$ cat src/rtl/fifo_id_allocator_unit_defines.svh
// assertion macros for the identifier allocator
`ifndef FIFO_ID_ALLOCATOR_UNIT_DEFINES_SVH
`define FIFO_ID_ALLOCATOR_UNIT_DEFINES_SVH

`ifndef SYNTH

// property that must hold at every clock edge outside reset
`define FIA_ASSERT_ALWAYS(label, clk, rst, prop, msg) \
   label: assert property (@(posedge clk) disable iff (rst) (prop)) else $error(msg);

// condition in one cycle implies a condition in the next cycle
`define FIA_ASSERT_NEXT(label, clk, rst, ante, cons, msg) \
   label: assert property (@(posedge clk) disable iff (rst) (ante) |=> (cons)) \
      else $error(msg);

`else

`define FIA_ASSERT_ALWAYS(label, clk, rst, prop, msg)
`define FIA_ASSERT_NEXT(label, clk, rst, ante, cons, msg)

`endif

`endif

$ cat src/rtl/fia_pkg.sv
// shared types, constants and helpers of the identifier allocator
package fia_pkg;

   // identifier range and free ring size
   localparam int ID_LOW     = 100;
   localparam int ID_HIGH    = 1000;
   localparam int RING_DEPTH = 1024;

   // widths
   localparam int ID_W    = 10;
   localparam int FRESH_W = ID_W + 1;
   localparam int PTR_W   = (RING_DEPTH > 1) ? $clog2(RING_DEPTH) : 1;
   localparam int CNT_W   = $clog2(RING_DEPTH + 1);

   // request modes
   localparam logic MODE_ALLOC   = 1'b0;
   localparam logic MODE_RELEASE = 1'b1;

   // response status codes
   localparam logic [1:0] STATUS_OK   = 2'd0;
   localparam logic [1:0] STATUS_NONE = 2'd1;
   localparam logic [1:0] STATUS_DROP = 2'd2;

   typedef struct packed {
      logic            mode;
      logic [ID_W-1:0] released_id;
   } req_type;

   typedef struct packed {
      logic [ID_W-1:0] granted_id;
      logic [1:0]      status;
   } rsp_type;

   // response handed from the control to the output register
   typedef struct packed {
      logic    valid;
      rsp_type rsp;
   } rsp_push_type;

   // ring pointer advance with wrap
   function automatic logic [PTR_W-1:0] ring_next(input logic [PTR_W-1:0] ptr);
      logic [PTR_W-1:0] nxt;
      if (ptr == PTR_W'(RING_DEPTH - 1)) begin
         nxt = '0;
      end else begin
         nxt = ptr + 1'b1;
      end
      return nxt;
   endfunction

endpackage

$ cat src/rtl/fia_ctrl.sv
// request decode, fresh counter, ring pointers and sequencing
`include "fifo_id_allocator_unit_defines.svh"

module fia_ctrl (
   input  logic                             clock,
   input  logic                             reset,
   input  logic                             req_valid,
   output logic                             req_stall,
   input  fia_pkg::req_type                 req_data,
   input  logic                             out_free,
   output fia_pkg::rsp_push_type            push,
   output logic                             ram_wr_en,
   output logic [fia_pkg::PTR_W-1:0]        ram_wr_addr,
   output logic [fia_pkg::ID_W-1:0]         ram_wr_data,
   output logic                             ram_rd_en,
   output logic [fia_pkg::PTR_W-1:0]        ram_rd_addr,
   input  logic [fia_pkg::ID_W-1:0]         ram_rd_data
);
   import fia_pkg::*;

   localparam logic S_IDLE = 1'b0;
   localparam logic S_READ = 1'b1;

   logic               state_ff, state_in;
   logic [FRESH_W-1:0] fresh_ff, fresh_in;
   logic [PTR_W-1:0]   head_ff, head_in;
   logic [PTR_W-1:0]   tail_ff, tail_in;
   logic [CNT_W-1:0]   count_ff, count_in;
   logic               accept;

   // one request at a time; output register must have room
   assign req_stall = (state_ff != S_IDLE) || !out_free;
   assign accept    = req_valid && !req_stall;

   // next state and ram commands
   always_comb begin
      state_in    = state_ff;
      fresh_in    = fresh_ff;
      head_in     = head_ff;
      tail_in     = tail_ff;
      count_in    = count_ff;
      push        = '0;
      ram_wr_en   = 1'b0;
      ram_wr_addr = tail_ff;
      ram_wr_data = req_data.released_id;
      ram_rd_en   = 1'b0;
      ram_rd_addr = head_ff;
      case (state_ff)
         S_IDLE: begin
            if (accept) begin
               if (req_data.mode == MODE_ALLOC) begin
                  if (fresh_ff <= FRESH_W'(ID_HIGH)) begin
                     // fresh identifiers come first
                     push.valid          = 1'b1;
                     push.rsp.granted_id = fresh_ff[ID_W-1:0];
                     push.rsp.status     = STATUS_OK;
                     fresh_in            = fresh_ff + 1'b1;
                  end else if (count_ff != '0) begin
                     // pop the ring front, answer once the ram returns it
                     ram_rd_en = 1'b1;
                     head_in   = ring_next(head_ff);
                     count_in  = count_ff - 1'b1;
                     state_in  = S_READ;
                  end else begin
                     push.valid      = 1'b1;
                     push.rsp.status = STATUS_NONE;
                  end
               end else begin
                  if (count_ff == CNT_W'(RING_DEPTH)) begin
                     push.valid      = 1'b1;
                     push.rsp.status = STATUS_DROP;
                  end else begin
                     // append released identifier at the ring back
                     ram_wr_en       = 1'b1;
                     tail_in         = ring_next(tail_ff);
                     count_in        = count_ff + 1'b1;
                     push.valid      = 1'b1;
                     push.rsp.status = STATUS_OK;
                  end
               end
            end
         end
         S_READ: begin
            push.valid          = 1'b1;
            push.rsp.granted_id = ram_rd_data;
            push.rsp.status     = STATUS_OK;
            state_in            = S_IDLE;
         end
         default: begin
            state_in = S_IDLE;
         end
      endcase
   end

   // control registers
   always_ff @(posedge clock) begin
      if (reset) begin
         state_ff <= S_IDLE;
         fresh_ff <= FRESH_W'(ID_LOW);
         head_ff  <= '0;
         tail_ff  <= '0;
         count_ff <= '0;
      end else begin
         state_ff <= state_in;
         fresh_ff <= fresh_in;
         head_ff  <= head_in;
         tail_ff  <= tail_in;
         count_ff <= count_in;
      end
   end

   // checks
   `FIA_ASSERT_ALWAYS(a_count_bound, clock, reset,
      count_ff <= CNT_W'(RING_DEPTH), "ring count over depth")
   `FIA_ASSERT_ALWAYS(a_no_rw_overlap, clock, reset,
      !(ram_wr_en && ram_rd_en), "ram read and write overlap")
   `FIA_ASSERT_ALWAYS(a_read_has_room, clock, reset,
      (state_ff != S_READ) || out_free, "ring read with full output")
   `FIA_ASSERT_NEXT(a_pop_then_read, clock, reset,
      ram_rd_en, state_ff == S_READ, "ring pop not followed by read state")

endmodule

$ cat config.mk
export PLATFORM = sky130hd
export DESIGN_NAME = fia_ctrl
export DESIGN_NICKNAME = d
export VERILOG_FILES = /design/src/rtl/fia_pkg.sv /design/src/rtl/fia_ctrl.sv
export VERILOG_INCLUDE_DIRS = /design/src /design/src/rtl
export SDC_FILE = /design/constraint.sdc
export NUM_CORES = 1
export LEC_CHECK = 0
export ABC_AREA = 0
export BUFFER_PORTS_ARGS = -buffer_cell sky130_fd_sc_hd__buf_2
export CORE_MARGIN = 10
export CORE_UTILIZATION = 40
export CTS_CLUSTER_SIZE = 8
export DETAILED_ROUTE_END_ITERATION = 8
export PLACE_DENSITY_LB_ADDON = 0.05
export SLEW_MARGIN = 10
export SYNTH_ARGS = -nofsm -noshare
export SYNTH_HDL_FRONTEND = slang
export SYNTH_SLANG_ARGS = --single-unit
$ cat constraint.sdc
create_clock -name clock -period 2.15 [get_ports clock]
set_input_delay 0.1075 -clock clock [delete_from_list [all_inputs] [get_ports clock]]
set_output_delay 0.1075 -clock clock [all_outputs]
set_load 0.03 [all_outputs]
Word-level counts from Yosys, hierarchy flattened
Index checks and enable logic that the tools add are counted.

cells by class
  add/sub/neg operators = 5
  multipliers = 0
  div/mod/pow operators = 0
  order comparisons = 1
  equal/unequal tests = 5
  shifts and indexed selects = 0
  mux-type cells = 27
  bitwise operators = 4
  reduce and logical (&&, ||, !) cells = 10

operators by type and width
  kind                   count
  $mux 11                4
  $mux 10                4
  $pmux 13 s2            1
  $add 11x1->11 const B  2
  $add 10x1->10 const B  2
  $eq 10x10->1 const B   2
  $mux 1                 14
  $mux 13                1
  $eq 11x11->1 const B   1
  $le 11x10->1 const B   1
  $reduce_bool 11->1     1
  $sub 11x1->11 const B  1
  $reduce_and 5->1       2
  $reduce_and 4->1       2
  $mux 2                 2
  $ne 2x2->1 const B     2
  $not 1->1              4
  $logic_not 1->1        2
  $pmux 1 s2             1
  $reduce_bool 2->1      1
  $logic_and 1x1->1      1
  $logic_or 1x1->1       1

word-level totals
  register bits = 43
  latch bits = 0
  memory bits (writable) = 0
  ROM bits = 0
  input bits = 25
  memories = 0

Longest topological paths before layout
  depth in word-level cells = 6
  mapped depth = 9
  depth with buffers taken out = 9

Worst setup path before layout
OpenSTA, ideal clock, no wires.

  path kind = reg2reg
  start = register count_ff[0]
  end = register count_ff[10]
  library setup time = 0.123 ns
  data arrival time = 1.936 ns
  setup slack = 0.090 ns
  cell stages (with the launch flop) = 9
  buffers on the path = 0
  cells stage by stage = dfxtp_1 -> inv_1 -> fa_1 -> nand2b_1 -> a21oi_1 -> nor2_1 -> a31oi_1 -> mux2i_1 -> mux2_1

between the ends
  longest elaborated chain between the ends = 4
  elaborated cells between the ends (all ways) = 11

ends and longest elaborated chain
  element                 line             source
  start, declared         fia_ctrl.sv:28   logic [CNT_W-1:0] count_ff, count_in;
  start signal, assigned  fia_ctrl.sv:108  count_ff <= count_in;
  $sub 11x1->11           fia_ctrl.sv:62   count_in = count_ff - 1'b1;
  $mux 11                 fia_ctrl.sv:58   end else if (count_ff != '0) begin
  $mux 11                 fia_ctrl.sv:52   if (fresh_ff <= FRESH_W'(ID_HIGH)) begin
  $mux 11                 fia_ctrl.sv:51   if (req_data.mode == MODE_ALLOC) begin

Parallel ways exist; a longest one is shown, timed or not. The select of a mux whose other input is x is not followed.
A chain may end at the register's enable or synchronous reset.

==> impl_metrics.env <==
export IMPL_run_status="complete, no violations"
export IMPL_layout_cells_most_common="sky130_fd_sc_hd__buf_2"
export IMPL_postSynth_topFlopCell="sky130_fd_sc_hd__dfxtp_1"
export IMPL_syn_instance_count=312
export IMPL_hold_violations=0
export IMPL_timing_reg2reg_worst_path_depth=8
export IMPL_largest_net_degree_at_the_start_of_global_routing=24
export IMPL_grt_antenna_before_repair=0
export IMPL_fp_dieW_um=101
export IMPL_final_util_pct=50.3
export IMPL_route_vias_total=2390
export IMPL_powerDensity_nw_per_um2=549
export IMPL_floorplan_initialDensity_pct=41.5
export IMPL_synthToLayoutAreaGrowth_pct=21.1
export IMPL_drt_wl_total_um=6730
export IMPL_finalCriticalPeriod_ps=2040
export IMPL_diodes=0
export IMPL_multi_input_area_um2=1650
export IMPL_ff2ff_setup_slack_ps=140
export IMPL_seq_area_um2=862
export IMPL_yosys_area_top_type="sky130_fd_sc_hd__dfxtp_1"
export IMPL_worstSkewPairLatency_ps=310
export IMPL_cts_tree="done"
export IMPL_timing_max_transition_violations_final=0
export IMPL_worst_clock_skew_ps=7.96
export IMPL_synth_top_cell_area_share_pct=32.5
export IMPL_asyncSetResetFlopFracSynth_pct=0
export IMPL_tritoncts_num_buffers=5
export IMPL_avgRoutedWirePerCell_um=14.9
export IMPL_synth_avg_cell_area_um2=8.50
export IMPL_buffer_ports_inserted=50
export IMPL_drt_iter0_markers=85
export IMPL_path_max_fanout=11
export IMPL_cts_sink_count=43
export IMPL_clk_transition_reported_paths_ps=90
export IMPL_required_arrival_time_at_the_worst_endpoint_ps=2040
export IMPL_endpoint_kind="primary output"
export IMPL_synth_nets=351
export IMPL_relSlewSlack_pct=69.6
export IMPL_grt_pass1_wl_um=11100
export IMPL_grt_pass1_vias=2243
export IMPL_critical_path_startpoint_type="flop"
export IMPL_ys_warnings_count=0
export IMPL_length_of_routed_met2_wiring_um=3010
export IMPL_fp_dieH_um=101
export IMPL_vdd_ir_drop_worst_mv=0.336
export IMPL_tightestPinTransition_ps=452
export IMPL_setup_violations_final=0
export IMPL_max_freq_ghz=0.491
export IMPL_root_buffer="sky130_fd_sc_hd__clkbuf_8"
export IMPL_layout_nets=413
export IMPL_post_layout_total_power_uw=1760
export IMPL_synthTopCellsByArea="sky130_fd_sc_hd__dfxtp_1, sky130_fd_sc_hd__ha_1, sky130_fd_sc_hd__nor2_1"
export IMPL_critical_path_class="flop to primary output"
export IMPL_ioPinCount=71
export IMPL_synth_edff_count=0
export IMPL_row_count=29
export IMPL_synth_seq_area_share_pct=32.5
export IMPL_cts_htree_levels=2
export IMPL_met3_length_um=354
export IMPL_hold_path_class="input pin to flop"
export IMPL_synth_lib_cells_used_distinct=56
export IMPL_route_detailed_drc=0
export IMPL_final_layout_fill_cell_count=628
export IMPL_synth_area_um2=2650
export IMPL_clock_path_buffers=2
export IMPL_mostFrequentLayoutCells="sky130_fd_sc_hd__buf_2, sky130_fd_sc_hd__dfxtp_1, sky130_fd_sc_hd__nor2_1, sky130_fd_sc_hd__buf_4, sky130_fd_sc_hd__nand2_1"
export IMPL_routed_via_density=5.29
export IMPL_min_delay_path_depth=2
export IMPL_groute_usage_overall_pct=12.9
export IMPL_wl_met1_um=3290
export IMPL_final_min_period_over_clock_period_pct=94.7
export IMPL_maxUsedRoutingLayer="met4"
export IMPL_final_layout_size_suffix_gt1_share_pct=27.7
export IMPL_die_area_um2=10300
export IMPL_max_cap_viol_count=0
export IMPL_global_route_overflow=0
export IMPL_antenna_left=0
export IMPL_design_core_area_um2=6390
export IMPL_final_estimated_routing_congestion_in_global_placement=0.830
export IMPL_ys_seq_elements=43
export IMPL_dp_hpwl_um=5060
export IMPL_first_pass_iters=4
export IMPL_worst_endpoint_arrival_ps=1930
export IMPL_cellLeakagePower_uw=0.00139
## power breakdown
part	total [uW]	internal (uW)	switching, uW
clock	699	383	316
combinational	247	107	139
sequential	817	808	9.46
## per-layer routing
| layer | vias up | GRT usage (%) |
|---|---|---|
| li1 | 1226 | - |
| met1 | 1105 | 17.3 |
| met2 | 50 | 19.8 |
| met3 | 9 | 3.54 |
| met4 | 0 | 3.86 |
| met5 | - | 0 |
## layout make-up
cell class	instances	share of cell area (%)
clock buffer	6	2.57
clock inverter	2	1.21
inverter	12	1.40
multi-input combinational	238	51.3
sequential	43	26.8
tap	77	3.00
timing repair buffer	74	13.7
## registers in the layout, summed over array words and instances, names as in the netlist
| register | cells |
|---|---|
| state_ff | 1 |
| count_ff | 11 |
| ram_wr_addr | 10 |
| ram_rd_addr | 10 |
| fresh_ff | 11 |
## cells by family after synthesis
family	share of synthesized area, %
buffers and inverters	6.41
AND/OR/NAND/NOR	26.1
XOR/XNOR	8.92
multiplexers	1.93
adder cells (fa/ha/maj)	6.89
flip-flops	32.5
AO/OA/AOI/OAI	17.3
## per-stage QoR
step           instances  hold WS, ps  setup WS (ps)  instance area (um^2)  TNS, ps
2_1_floorplan        312          288           90.3                  2650        0
3_3_place_gp         440          215           90.4                  3020        0
3_5_place_dp         440          215           40.2                  3020        0
4_1_cts              448          214           23.9                  3150        0
5_1_grt              452          215          -10.3                  3210    -41.7
6_report             452          213            114                  3210        0
## synthesized netlist by cell type (all sizes together) (5+ instances only)
| cell type | n |
|---|---|
| or3 | 5 |
| a21oi | 19 |
| inv | 12 |
| ha | 13 |
| a22o | 10 |
| dfxtp | 43 |
| nor3 | 8 |
| buf | 13 |
| o21ai | 7 |
| xnor2 | 14 |
| nand4 | 9 |
| nor4 | 6 |
| nand2 | 23 |
| nand3 | 13 |
| nand2b | 5 |
| and3 | 7 |
| nor2 | 39 |
| a31oi | 5 |
| xor2 | 13 |
| clkbuf | 6 |
## path summary, 6_finish.rpt
path,from,end
setup reg to reg,count_ff[0]$_SDFFE_PP0P_,count_ff[10]$_SDFFE_PP0P_
setup / recovery,fresh_ff[1]$_SDFFE_PP0P_,push[7]
hold / removal,reset,state_ff$_SDFF_PP0_
hold reg to reg,count_ff[4]$_SDFFE_PP0P_,count_ff[4]$_SDFFE_PP0P_
## worst max-delay path, stage by stage, from the launching register on
cell and delay, ps:
sky130_fd_sc_hd__dfxtp_1 320, sky130_fd_sc_hd__inv_1 90, sky130_fd_sc_hd__ha_1 150, sky130_fd_sc_hd__nand2b_1 60
sky130_fd_sc_hd__a21o_1 240, sky130_fd_sc_hd__a211oi_4 280, sky130_fd_sc_hd__buf_6 180, sky130_fd_sc_hd__a22o_1 130
sky130_fd_sc_hd__clkbuf_4 180
## what timing repair did
item / 4_1_cts / 5_1_grt
buffers inserted: 0 / 4
pin swaps: 0 / 3
endpoints found under the setup margin: 1 / 11
hold buffers: 0 / 0
gates resized for setup: 1 / 8
No activity file was read; power rests on OpenSTA's default activity.
